[config.mk]
export PLATFORM = sky130hd
export DESIGN_NAME = bitmap_integer_set_unit
export DESIGN_NICKNAME = d
export VERILOG_FILES = /design/src/sv/bisu_pkg.sv /design/src/sv/bisu_ram.sv /design/src/sv/bisu_scan.sv /design/src/sv/bitmap_integer_set_unit.sv
export VERILOG_INCLUDE_DIRS = /design/src /design/src/sv
export SDC_FILE = /design/constraint.sdc
export NUM_CORES = 2
export LEC_CHECK = 0
export ABC_CLOCK_PERIOD_IN_PS = 6360
export CAP_MARGIN = 20
export CORE_AREA = 3 3 444 446
export DETAILED_ROUTE_END_ITERATION = 10
export DIE_AREA = 0 0 447 449
export DONT_BUFFER_PORTS = 1
export PLACE_DENSITY = 0.7
export RECOVER_POWER = 25
export REMOVE_ABC_BUFFERS = 1
export SYNTH_ARGS = -nofsm -noshare
export SYNTH_HDL_FRONTEND = slang
export SYNTH_SLANG_ARGS = --single-unit
[constraint.sdc]
create_clock -name clk -period 6.36 [get_ports clk]
set_clock_uncertainty 0.05 [all_clocks]
set_input_delay 1.59 -clock clk [delete_from_list [all_inputs] [get_ports clk]]
set_output_delay 1.59 -clock clk [all_outputs]
set_load 0.05 [all_outputs]
[src/sv/assert_macros.svh]
// Assertion helpers for the RTL files
`ifndef ASSERT_MACROS_SVH
`define ASSERT_MACROS_SVH

`ifndef ASSERT_OFF
// Property checked on every rising clock edge outside reset
`define ASSERT_CLK(lbl, clk, rst_n, prop) \
  lbl: assert property (@(posedge clk) disable iff (!rst_n) prop) \
    else $error("%m: assertion failed");
// Condition that must never be seen on a rising clock edge outside reset
`define ASSERT_NEVER(lbl, clk, rst_n, expr) \
  lbl: assert property (@(posedge clk) disable iff (!rst_n) !(expr)) \
    else $error("%m: forbidden condition seen");
`else
`define ASSERT_CLK(lbl, clk, rst_n, prop)
`define ASSERT_NEVER(lbl, clk, rst_n, expr)
`endif

`endif

[src/sv/bisu_pkg.sv]
package bisu_pkg;

  // Field widths
  localparam int ELEM_W    = 11;
  localparam int CNT_W     = 12;
  localparam int WORD_W    = 32;
  localparam int BIT_W     = 5;
  localparam int WIDX_W    = ELEM_W - BIT_W;
  localparam int WORDS_MAX = 1 << WIDX_W;

  // Command codes
  typedef enum logic [2:0] {
    CMD_ADD    = 3'd0,
    CMD_REMOVE = 3'd1,
    CMD_TEST   = 3'd2,
    CMD_CLEAR  = 3'd3,
    CMD_LIST   = 3'd4
  } cmd_e_t;

  // Sequencer states, one-hot
  typedef enum logic [2:0] {
    S_IDLE = 3'b001,
    S_RD   = 3'b010,
    S_EMIT = 3'b100
  } state_t;

  // Lowest-member scan of one bitmap word
  typedef struct packed {
    logic              any;
    logic [BIT_W-1:0]  bit_idx;
    logic [WORD_W-1:0] rest;
    logic              last;
  } scan_t;

endpackage

[src/sv/bisu_ram.sv]
module bisu_ram #(
  parameter int WIDTH = 32,
  parameter int DEPTH = 64
) (
  input  logic                                   clk,
  input  logic                                   wr_en,
  input  logic [((DEPTH > 1) ? $clog2(DEPTH) : 1)-1:0] wr_addr,
  input  logic [WIDTH-1:0]                       wr_data,
  input  logic                                   rd_en,
  input  logic [((DEPTH > 1) ? $clog2(DEPTH) : 1)-1:0] rd_addr,
  output logic [WIDTH-1:0]                       rd_data
);

  logic [WIDTH-1:0] mem [DEPTH];
  logic [WIDTH-1:0] rd_data_r;

  // One write port, one registered read port
  always_ff @(posedge clk) begin
    if (wr_en) begin
      mem[wr_addr] <= wr_data;
    end
    if (rd_en) begin
      rd_data_r <= mem[rd_addr];
    end
  end

  assign rd_data = rd_data_r;

endmodule

[src/sv/bisu_scan.sv]
module bisu_scan (
  input  logic [bisu_pkg::WORD_W-1:0] word,
  output bisu_pkg::scan_t             res
);
  import bisu_pkg::*;

  logic [BIT_W-1:0]  idx;
  logic [WORD_W-1:0] rest;

  // Priority encode the lowest set bit
  always_comb begin
    idx = '0;
    for (int i = WORD_W - 1; i >= 0; i--) begin
      if (word[i]) begin
        idx = BIT_W'(i);
      end
    end
  end

  // Clear the lowest set bit: what remains for later transfers
  assign rest = word & (word - WORD_W'(1));

  assign res.any     = |word;
  assign res.bit_idx = idx;
  assign res.rest    = rest;
  assign res.last    = ~|rest;

endmodule

[src/sv/bitmap_integer_set_unit.sv]
// Bitmap integer set: add, remove, test, clear and list members of a word.
// Each command passes through S_RD (RAM read data, write-back) and S_EMIT
// (result registered, held while out_ready is low); list emits one result
// per member, or a single empty result for a word with no members.
// Reset: clears word valid bits, member count and control; the bitmap RAM
// itself is not swept, invalid words read as zero.
`include "assert_macros.svh"

module bitmap_integer_set_unit #(
  parameter int NUM_WORDS = 64
) (
  input  logic                         clk,
  input  logic                         rst_n,
  input  logic                         in_valid,
  output logic                         in_ready,
  input  logic [2:0]                   in_cmd,
  input  logic [bisu_pkg::ELEM_W-1:0]  in_element,
  output logic                         out_valid,
  input  logic                         out_ready,
  output logic                         out_was_member,
  output logic [bisu_pkg::ELEM_W-1:0]  out_member_value,
  output logic                         out_word_empty,
  output logic [bisu_pkg::CNT_W-1:0]   out_member_count,
  output logic                         out_last
);
  import bisu_pkg::*;

  // Only words reachable by an element are stored
  localparam int DEPTH = (NUM_WORDS < WORDS_MAX) ? NUM_WORDS : WORDS_MAX;
  localparam int AW    = (DEPTH > 1) ? $clog2(DEPTH) : 1;
  localparam logic [WIDX_W:0]  DEPTH_V = (WIDX_W + 1)'(DEPTH);
  localparam logic [CNT_W-1:0] CNT_MAX = CNT_W'(DEPTH * WORD_W);

  state_t              state_r, state_nxt;
  cmd_e_t              cmd_r, cmd_nxt;
  logic [ELEM_W-1:0]   elem_r, elem_nxt;
  logic [AW-1:0]       addr_r, addr_nxt;
  logic                inside_r, inside_nxt;
  logic [DEPTH-1:0]    valid_r, valid_nxt;
  logic [WORD_W-1:0]   word_r, word_nxt;
  logic                was_r, was_nxt;
  logic [CNT_W-1:0]    count_r, count_nxt;

  logic                out_valid_r, out_valid_nxt;
  logic                out_was_r, out_was_nxt;
  logic [ELEM_W-1:0]   out_val_r, out_val_nxt;
  logic                out_empty_r, out_empty_nxt;
  logic [CNT_W-1:0]    out_cnt_r, out_cnt_nxt;
  logic                out_last_r, out_last_nxt;

  logic [WIDX_W-1:0]   in_idx;
  logic [AW-1:0]       in_addr;
  logic                in_inside;
  logic                in_cmd_ok;
  logic                accept;
  logic                can_load;
  logic                emit_final;

  logic                ram_wr_en;
  logic [WORD_W-1:0]   ram_wr_data;
  logic [WORD_W-1:0]   ram_rd_data;
  logic [WORD_W-1:0]   cur_word;
  logic [WORD_W-1:0]   bit_mask;
  logic                cur_was;
  scan_t               scan;

  // Input decode
  assign in_idx    = in_element[ELEM_W-1:BIT_W];
  assign in_addr   = in_idx[AW-1:0];
  assign in_inside = {1'b0, in_idx} < DEPTH_V;
  assign in_cmd_ok = in_cmd inside {CMD_ADD, CMD_REMOVE, CMD_TEST, CMD_CLEAR, CMD_LIST};

  // Handshake
  assign can_load   = !out_valid_r || out_ready;
  assign emit_final = (cmd_r != CMD_LIST) || !scan.any || scan.last;
  assign in_ready   = (state_r == S_IDLE) ||
                      ((state_r == S_EMIT) && can_load && emit_final);
  assign accept     = in_valid && in_ready;

  // Bitmap storage
  bisu_ram #(
    .WIDTH (WORD_W),
    .DEPTH (DEPTH)
  ) u_ram (
    .clk     (clk),
    .wr_en   (ram_wr_en),
    .wr_addr (addr_r),
    .wr_data (ram_wr_data),
    .rd_en   (accept),
    .rd_addr (in_addr),
    .rd_data (ram_rd_data)
  );

  // Lowest member of the word being listed
  bisu_scan u_scan (
    .word (word_r),
    .res  (scan)
  );

  // Word as seen by the command: invalid or out-of-range words are empty
  assign cur_word = (inside_r && valid_r[addr_r]) ? ram_rd_data : '0;
  assign bit_mask = WORD_W'(1) << elem_r[BIT_W-1:0];
  assign cur_was  = |(cur_word & bit_mask);

  // Sequencer: read, modify/write back, emit
  always_comb begin
    state_nxt     = state_r;
    cmd_nxt       = cmd_r;
    elem_nxt      = elem_r;
    addr_nxt      = addr_r;
    inside_nxt    = inside_r;
    valid_nxt     = valid_r;
    word_nxt      = word_r;
    was_nxt       = was_r;
    count_nxt     = count_r;
    out_valid_nxt = out_valid_r && !out_ready;
    out_was_nxt   = out_was_r;
    out_val_nxt   = out_val_r;
    out_empty_nxt = out_empty_r;
    out_cnt_nxt   = out_cnt_r;
    out_last_nxt  = out_last_r;
    ram_wr_en     = 1'b0;
    ram_wr_data   = cur_word;

    case (state_r)
      S_RD: begin
        word_nxt  = cur_word;
        was_nxt   = cur_was;
        state_nxt = S_EMIT;
        case (cmd_r)
          CMD_ADD: begin
            if (inside_r) begin
              ram_wr_en          = 1'b1;
              ram_wr_data        = cur_word | bit_mask;
              valid_nxt[addr_r]  = 1'b1;
              if (!cur_was) begin
                count_nxt = count_r + CNT_W'(1);
              end
            end
          end
          CMD_REMOVE: begin
            if (inside_r) begin
              ram_wr_en          = 1'b1;
              ram_wr_data        = cur_word & ~bit_mask;
              valid_nxt[addr_r]  = 1'b1;
              if (cur_was) begin
                count_nxt = count_r - CNT_W'(1);
              end
            end
          end
          CMD_CLEAR: begin
            valid_nxt = '0;
            count_nxt = '0;
            was_nxt   = 1'b0;
          end
          default: begin
          end
        endcase
      end
      S_EMIT: begin
        if (can_load) begin
          out_valid_nxt = 1'b1;
          out_cnt_nxt   = count_r;
          if (cmd_r != CMD_LIST) begin
            out_was_nxt   = was_r;
            out_val_nxt   = '0;
            out_empty_nxt = 1'b0;
            out_last_nxt  = 1'b1;
          end else if (!scan.any) begin
            out_was_nxt   = 1'b0;
            out_val_nxt   = '0;
            out_empty_nxt = 1'b1;
            out_last_nxt  = 1'b1;
          end else begin
            out_was_nxt   = 1'b1;
            out_val_nxt   = {elem_r[ELEM_W-1:BIT_W], scan.bit_idx};
            out_empty_nxt = 1'b0;
            out_last_nxt  = scan.last;
            word_nxt      = scan.rest;
          end
          if (emit_final) begin
            state_nxt = S_IDLE;
          end
        end
      end
      default: begin
      end
    endcase

    // New transfer: latch command and start the read
    if (accept) begin
      cmd_nxt    = cmd_e_t'(in_cmd);
      elem_nxt   = in_element;
      addr_nxt   = in_addr;
      inside_nxt = in_inside;
      if (in_cmd_ok) begin
        state_nxt = S_RD;
      end
    end
  end

  // Control registers
  always_ff @(posedge clk) begin
    if (!rst_n) begin
      state_r     <= S_IDLE;
      valid_r     <= '0;
      count_r     <= '0;
      out_valid_r <= 1'b0;
    end else begin
      state_r     <= state_nxt;
      valid_r     <= valid_nxt;
      count_r     <= count_nxt;
      out_valid_r <= out_valid_nxt;
    end
  end

  // Payload registers
  always_ff @(posedge clk) begin
    cmd_r       <= cmd_nxt;
    elem_r      <= elem_nxt;
    addr_r      <= addr_nxt;
    inside_r    <= inside_nxt;
    word_r      <= word_nxt;
    was_r       <= was_nxt;
    out_was_r   <= out_was_nxt;
    out_val_r   <= out_val_nxt;
    out_empty_r <= out_empty_nxt;
    out_cnt_r   <= out_cnt_nxt;
    out_last_r  <= out_last_nxt;
  end

  assign out_valid        = out_valid_r;
  assign out_was_member   = out_was_r;
  assign out_member_value = out_val_r;
  assign out_word_empty   = out_empty_r;
  assign out_member_count = out_cnt_r;
  assign out_last         = out_last_r;

  // Checks
  `ASSERT_CLK(a_accept_reads, clk, rst_n, (in_valid && in_ready && in_cmd_ok) |=> (state_r == S_RD))
  `ASSERT_CLK(a_out_from_emit, clk, rst_n, $rose(out_valid) |-> $past(state_r == S_EMIT))
  `ASSERT_NEVER(a_count_bound, clk, rst_n, count_r > CNT_MAX)

endmodule
==> impl_results.md <==
- Gr usage total: between 20 and 25%
- Gates resized, CTS repair: 0
- Post-route ant nets: 0
- Synth top area share: about three quarters
- Antenna violations before repair: 17
- Final Hold Viols: 0
- Worst Setup Start Kind: register
- # H-tree levels: 4
- Vias in the first global route: 42400
- Core ar.: 193000 um^2
- Worst-margin pin slew: 3690 ps
- Worst hold-check path type: register to register
- Failing checks: capacitance limit, slew limit
- Clock Latency Late Sink: 850 ps
- Max_cap viols: 35
- FP Rows: between 150 and 200
- CTS Sinks: 2233
- PortBufs: 0
- Die span in x: 447 um
- Placed cell area: 91200 um^2
- Worst R2R Start: elem_r[7]
- Synth warnings: 0
- Filler cell count: 14800
- Most frequent cells in the layout: 2153 x edfxtp_1, 671 x mux4_2, 214 x clkbuf_16
- Max-slew headroom: -146%
- Final wirelength: 226 mm
- HP Start: valid_r[15]
- Layout cell share with drive strength beyond 1: 27.5%
- Post-Layout Inst Area: about 98000 um^2
- Pwr dens: around 310 nW/um^2
- RSZ-0062 raised after global routing: false
- TritonCTS Buffers: 210
- # IOs: 46
- Worst vdd ir: approximately 0.24 mV
- Detailed-route DRC error count: 0
- Setup TNS: 0 ps
- Asr flop ratio synth: 0%
- Setup CP Type: register to register
- Leading cell type in the layout, fill and taps excluded: edfxtp_1
- Chip height: ~450 um
- Root buffer cell: clkbuf_16
- CP Max Fanout: 29
- Via density per instance: ~6.3
- Area of the multi-input gates: about 20000 um^2
- Critical Path RT: roughly 6700 ps
- Critical Path AT: around 6300 ps
- Fin crit share: about 94%
- Final setup viols: 0
- Post-CTS repair timing setup buffer count: 0
- Unique cell type count in the Yosys netlist: between 70 and 80
- LEAKAGE: 0.0303 uW
- Clock transition at path regs: 60 ps
- First-pass GRT wire length: about 320 mm
- P&R area growth vs syn: 12.2%
- Slew Limit Fails: between 1000 and 1500
- Status: finished, violations left
- Synth Register Bits: between 2000 and 2500
- Cell Area, Synth: 87000 um^2
- Crit. Startpoint: elem_r[7]
- Total congestion overflow: 0
- Post-synth EDFFs: 2153
- Top FF cell, synth: edfxtp_1
- Largest net degree at the start of global routing: about 510
- Worst Setup End Kind: register
- Sequential Area: 66300 um^2
- Top cells by area, synth: edfxtp_1 74%, mux4_2 17%, dfxtp_1 1.8%
- Post-synthesis area per instance: approximately 22 um^2
- DP Wirelength: 121 mm
- Starting Density: a little under half
- Wirelength per Cell: 33.1 um
- Drt pass-1 iters: 6
- TritonCTS clock tree: done
- Synth area leader: edfxtp_1
- Post-synthesis sequential area ratio: approximately 76%
- Die area: approximately 200000 um^2
- Clock Path Buffers: 3
- Tmin final: around 6000 ps
- # nets final: about 4100
- Gpl congestion: 0.875
- Gate Count Post-Synth: 3950
- 1st-iter DRT viols: around 6900
- Vias: approximately 43000
- Peak Freq: around 170 MHz
- Hold_buf cts: 0
where the power goes:
group	switching, uW	leakage, uW	internal, uW
clock	5380	0.00325	6800
combinational	1150	0.00662	681
sequential	142	0.0204	16600
total	6680	0.0303	24000
through the flow:
stage	setup slack, ps	std cells	total power (uW)	hold WS (ps)	utilization [%]
after floorplan	724	3737	18000	378	-
after global placement	-677	6406	18700	389	47.2
after detailed placement	-719	6406	18800	399	47.2
after CTS	145	6795	30800	412	50.7
after global routing	165	6806	31500	432	50.6
final	354	6809	30700	412	50.6
Yosys cell counts (10+ instances only):
cell,count
o21ai_1,25
ha_1,10
o31ai_1,10
nor3_1,25
nor2_1,199
o22ai_1,17
mux2i_1,31
buf_2,14
nand2b_1,14
and3_1,11
mux4_2,671
inv_1,17
mux2_2,13
nand3_1,30
buf_1,64
nand2_1,137
edfxtp_1,2153
clkbuf_1,128
a21oi_1,87
a32o_1,23
o21ai_0,33
o211ai_1,11
nor4_1,14
dfxtp_1,80
worst max-delay path, stage by stage (launching register included):
cell,delay (ps)
edfxtp_1,1050
inv_1,510
nor3_1,330
nand2_1,90
clkbuf_1,390
nor2_1,590
clkbuf_1,2430
sequential cells by signal (all words and copies together) (netlist names):
register and cells:
state_r 3, valid_r 64, count_r 12, out_last 1, out_valid 1, out_member_count 12, word_r 32, cmd_r 3
elem_r 11, was_r 1, u_ram.rd_data 32, out_member_value 11, u_ram.mem 2048, out_word_empty 1, out_was_member 1
cell type report:
| type | count | share of cell area, % |
|---|---|---|
| Clock buffer | 261 | 5.68 |
| Sequential cell | 2233 | 67.9 |
| Inverter | 18 | 0.0692 |
| Tap cell | 2526 | 3.24 |
| Clock inverter | 128 | 1.17 |
| Antenna cell | 11 | 0.0282 |
| Timing Repair Buffer | 146 | 1.14 |
| Multi-Input combinational cell | 1486 | 20.8 |
layer usage:
| metal | GRT usage, % | vias up | routed length [um] |
|---|---|---|---|
| met4 | 8.10 | 8 | 8690 |
| met1 | 30.4 | 23000 | 82500 |
| met5 | 0 | - | 104 |
| met3 | 6.16 | 393 | 26100 |
| met2 | 35.3 | 2604 | 108000 |
| li1 | - | 17000 | - |
path summary, 6_finish.rpt:
check,slack [ps],endpoint,depth (start not counted)
worst max register to register,350,u_ram.mem[20][14],6
worst max-delay path,350,u_ram.mem[20][14],6
worst min register to register,410,valid_r[15],2
worst min-delay path,410,valid_r[15],2
logic make-up (layout without fill, tap and decap cells):
group | count (synthesis) | after routing | share of synthesized area [%]
flip-flops | 2233 | 2233 | 76.2
other | 0 | 11 | 0
multiplexers | 716 | 716 | 17.9
AO/OA/AOI/OAI | 269 | 269 | 2.03
buffers and inverters | 231 | 553 | 1.07
adder cells (fa/ha/maj) | 12 | 12 | 0.178
XOR/XNOR | 9 | 9 | 0.0907
AND/OR/NAND/NOR | 480 | 480 | 2.50
Power figures use the tool's default switching activity.
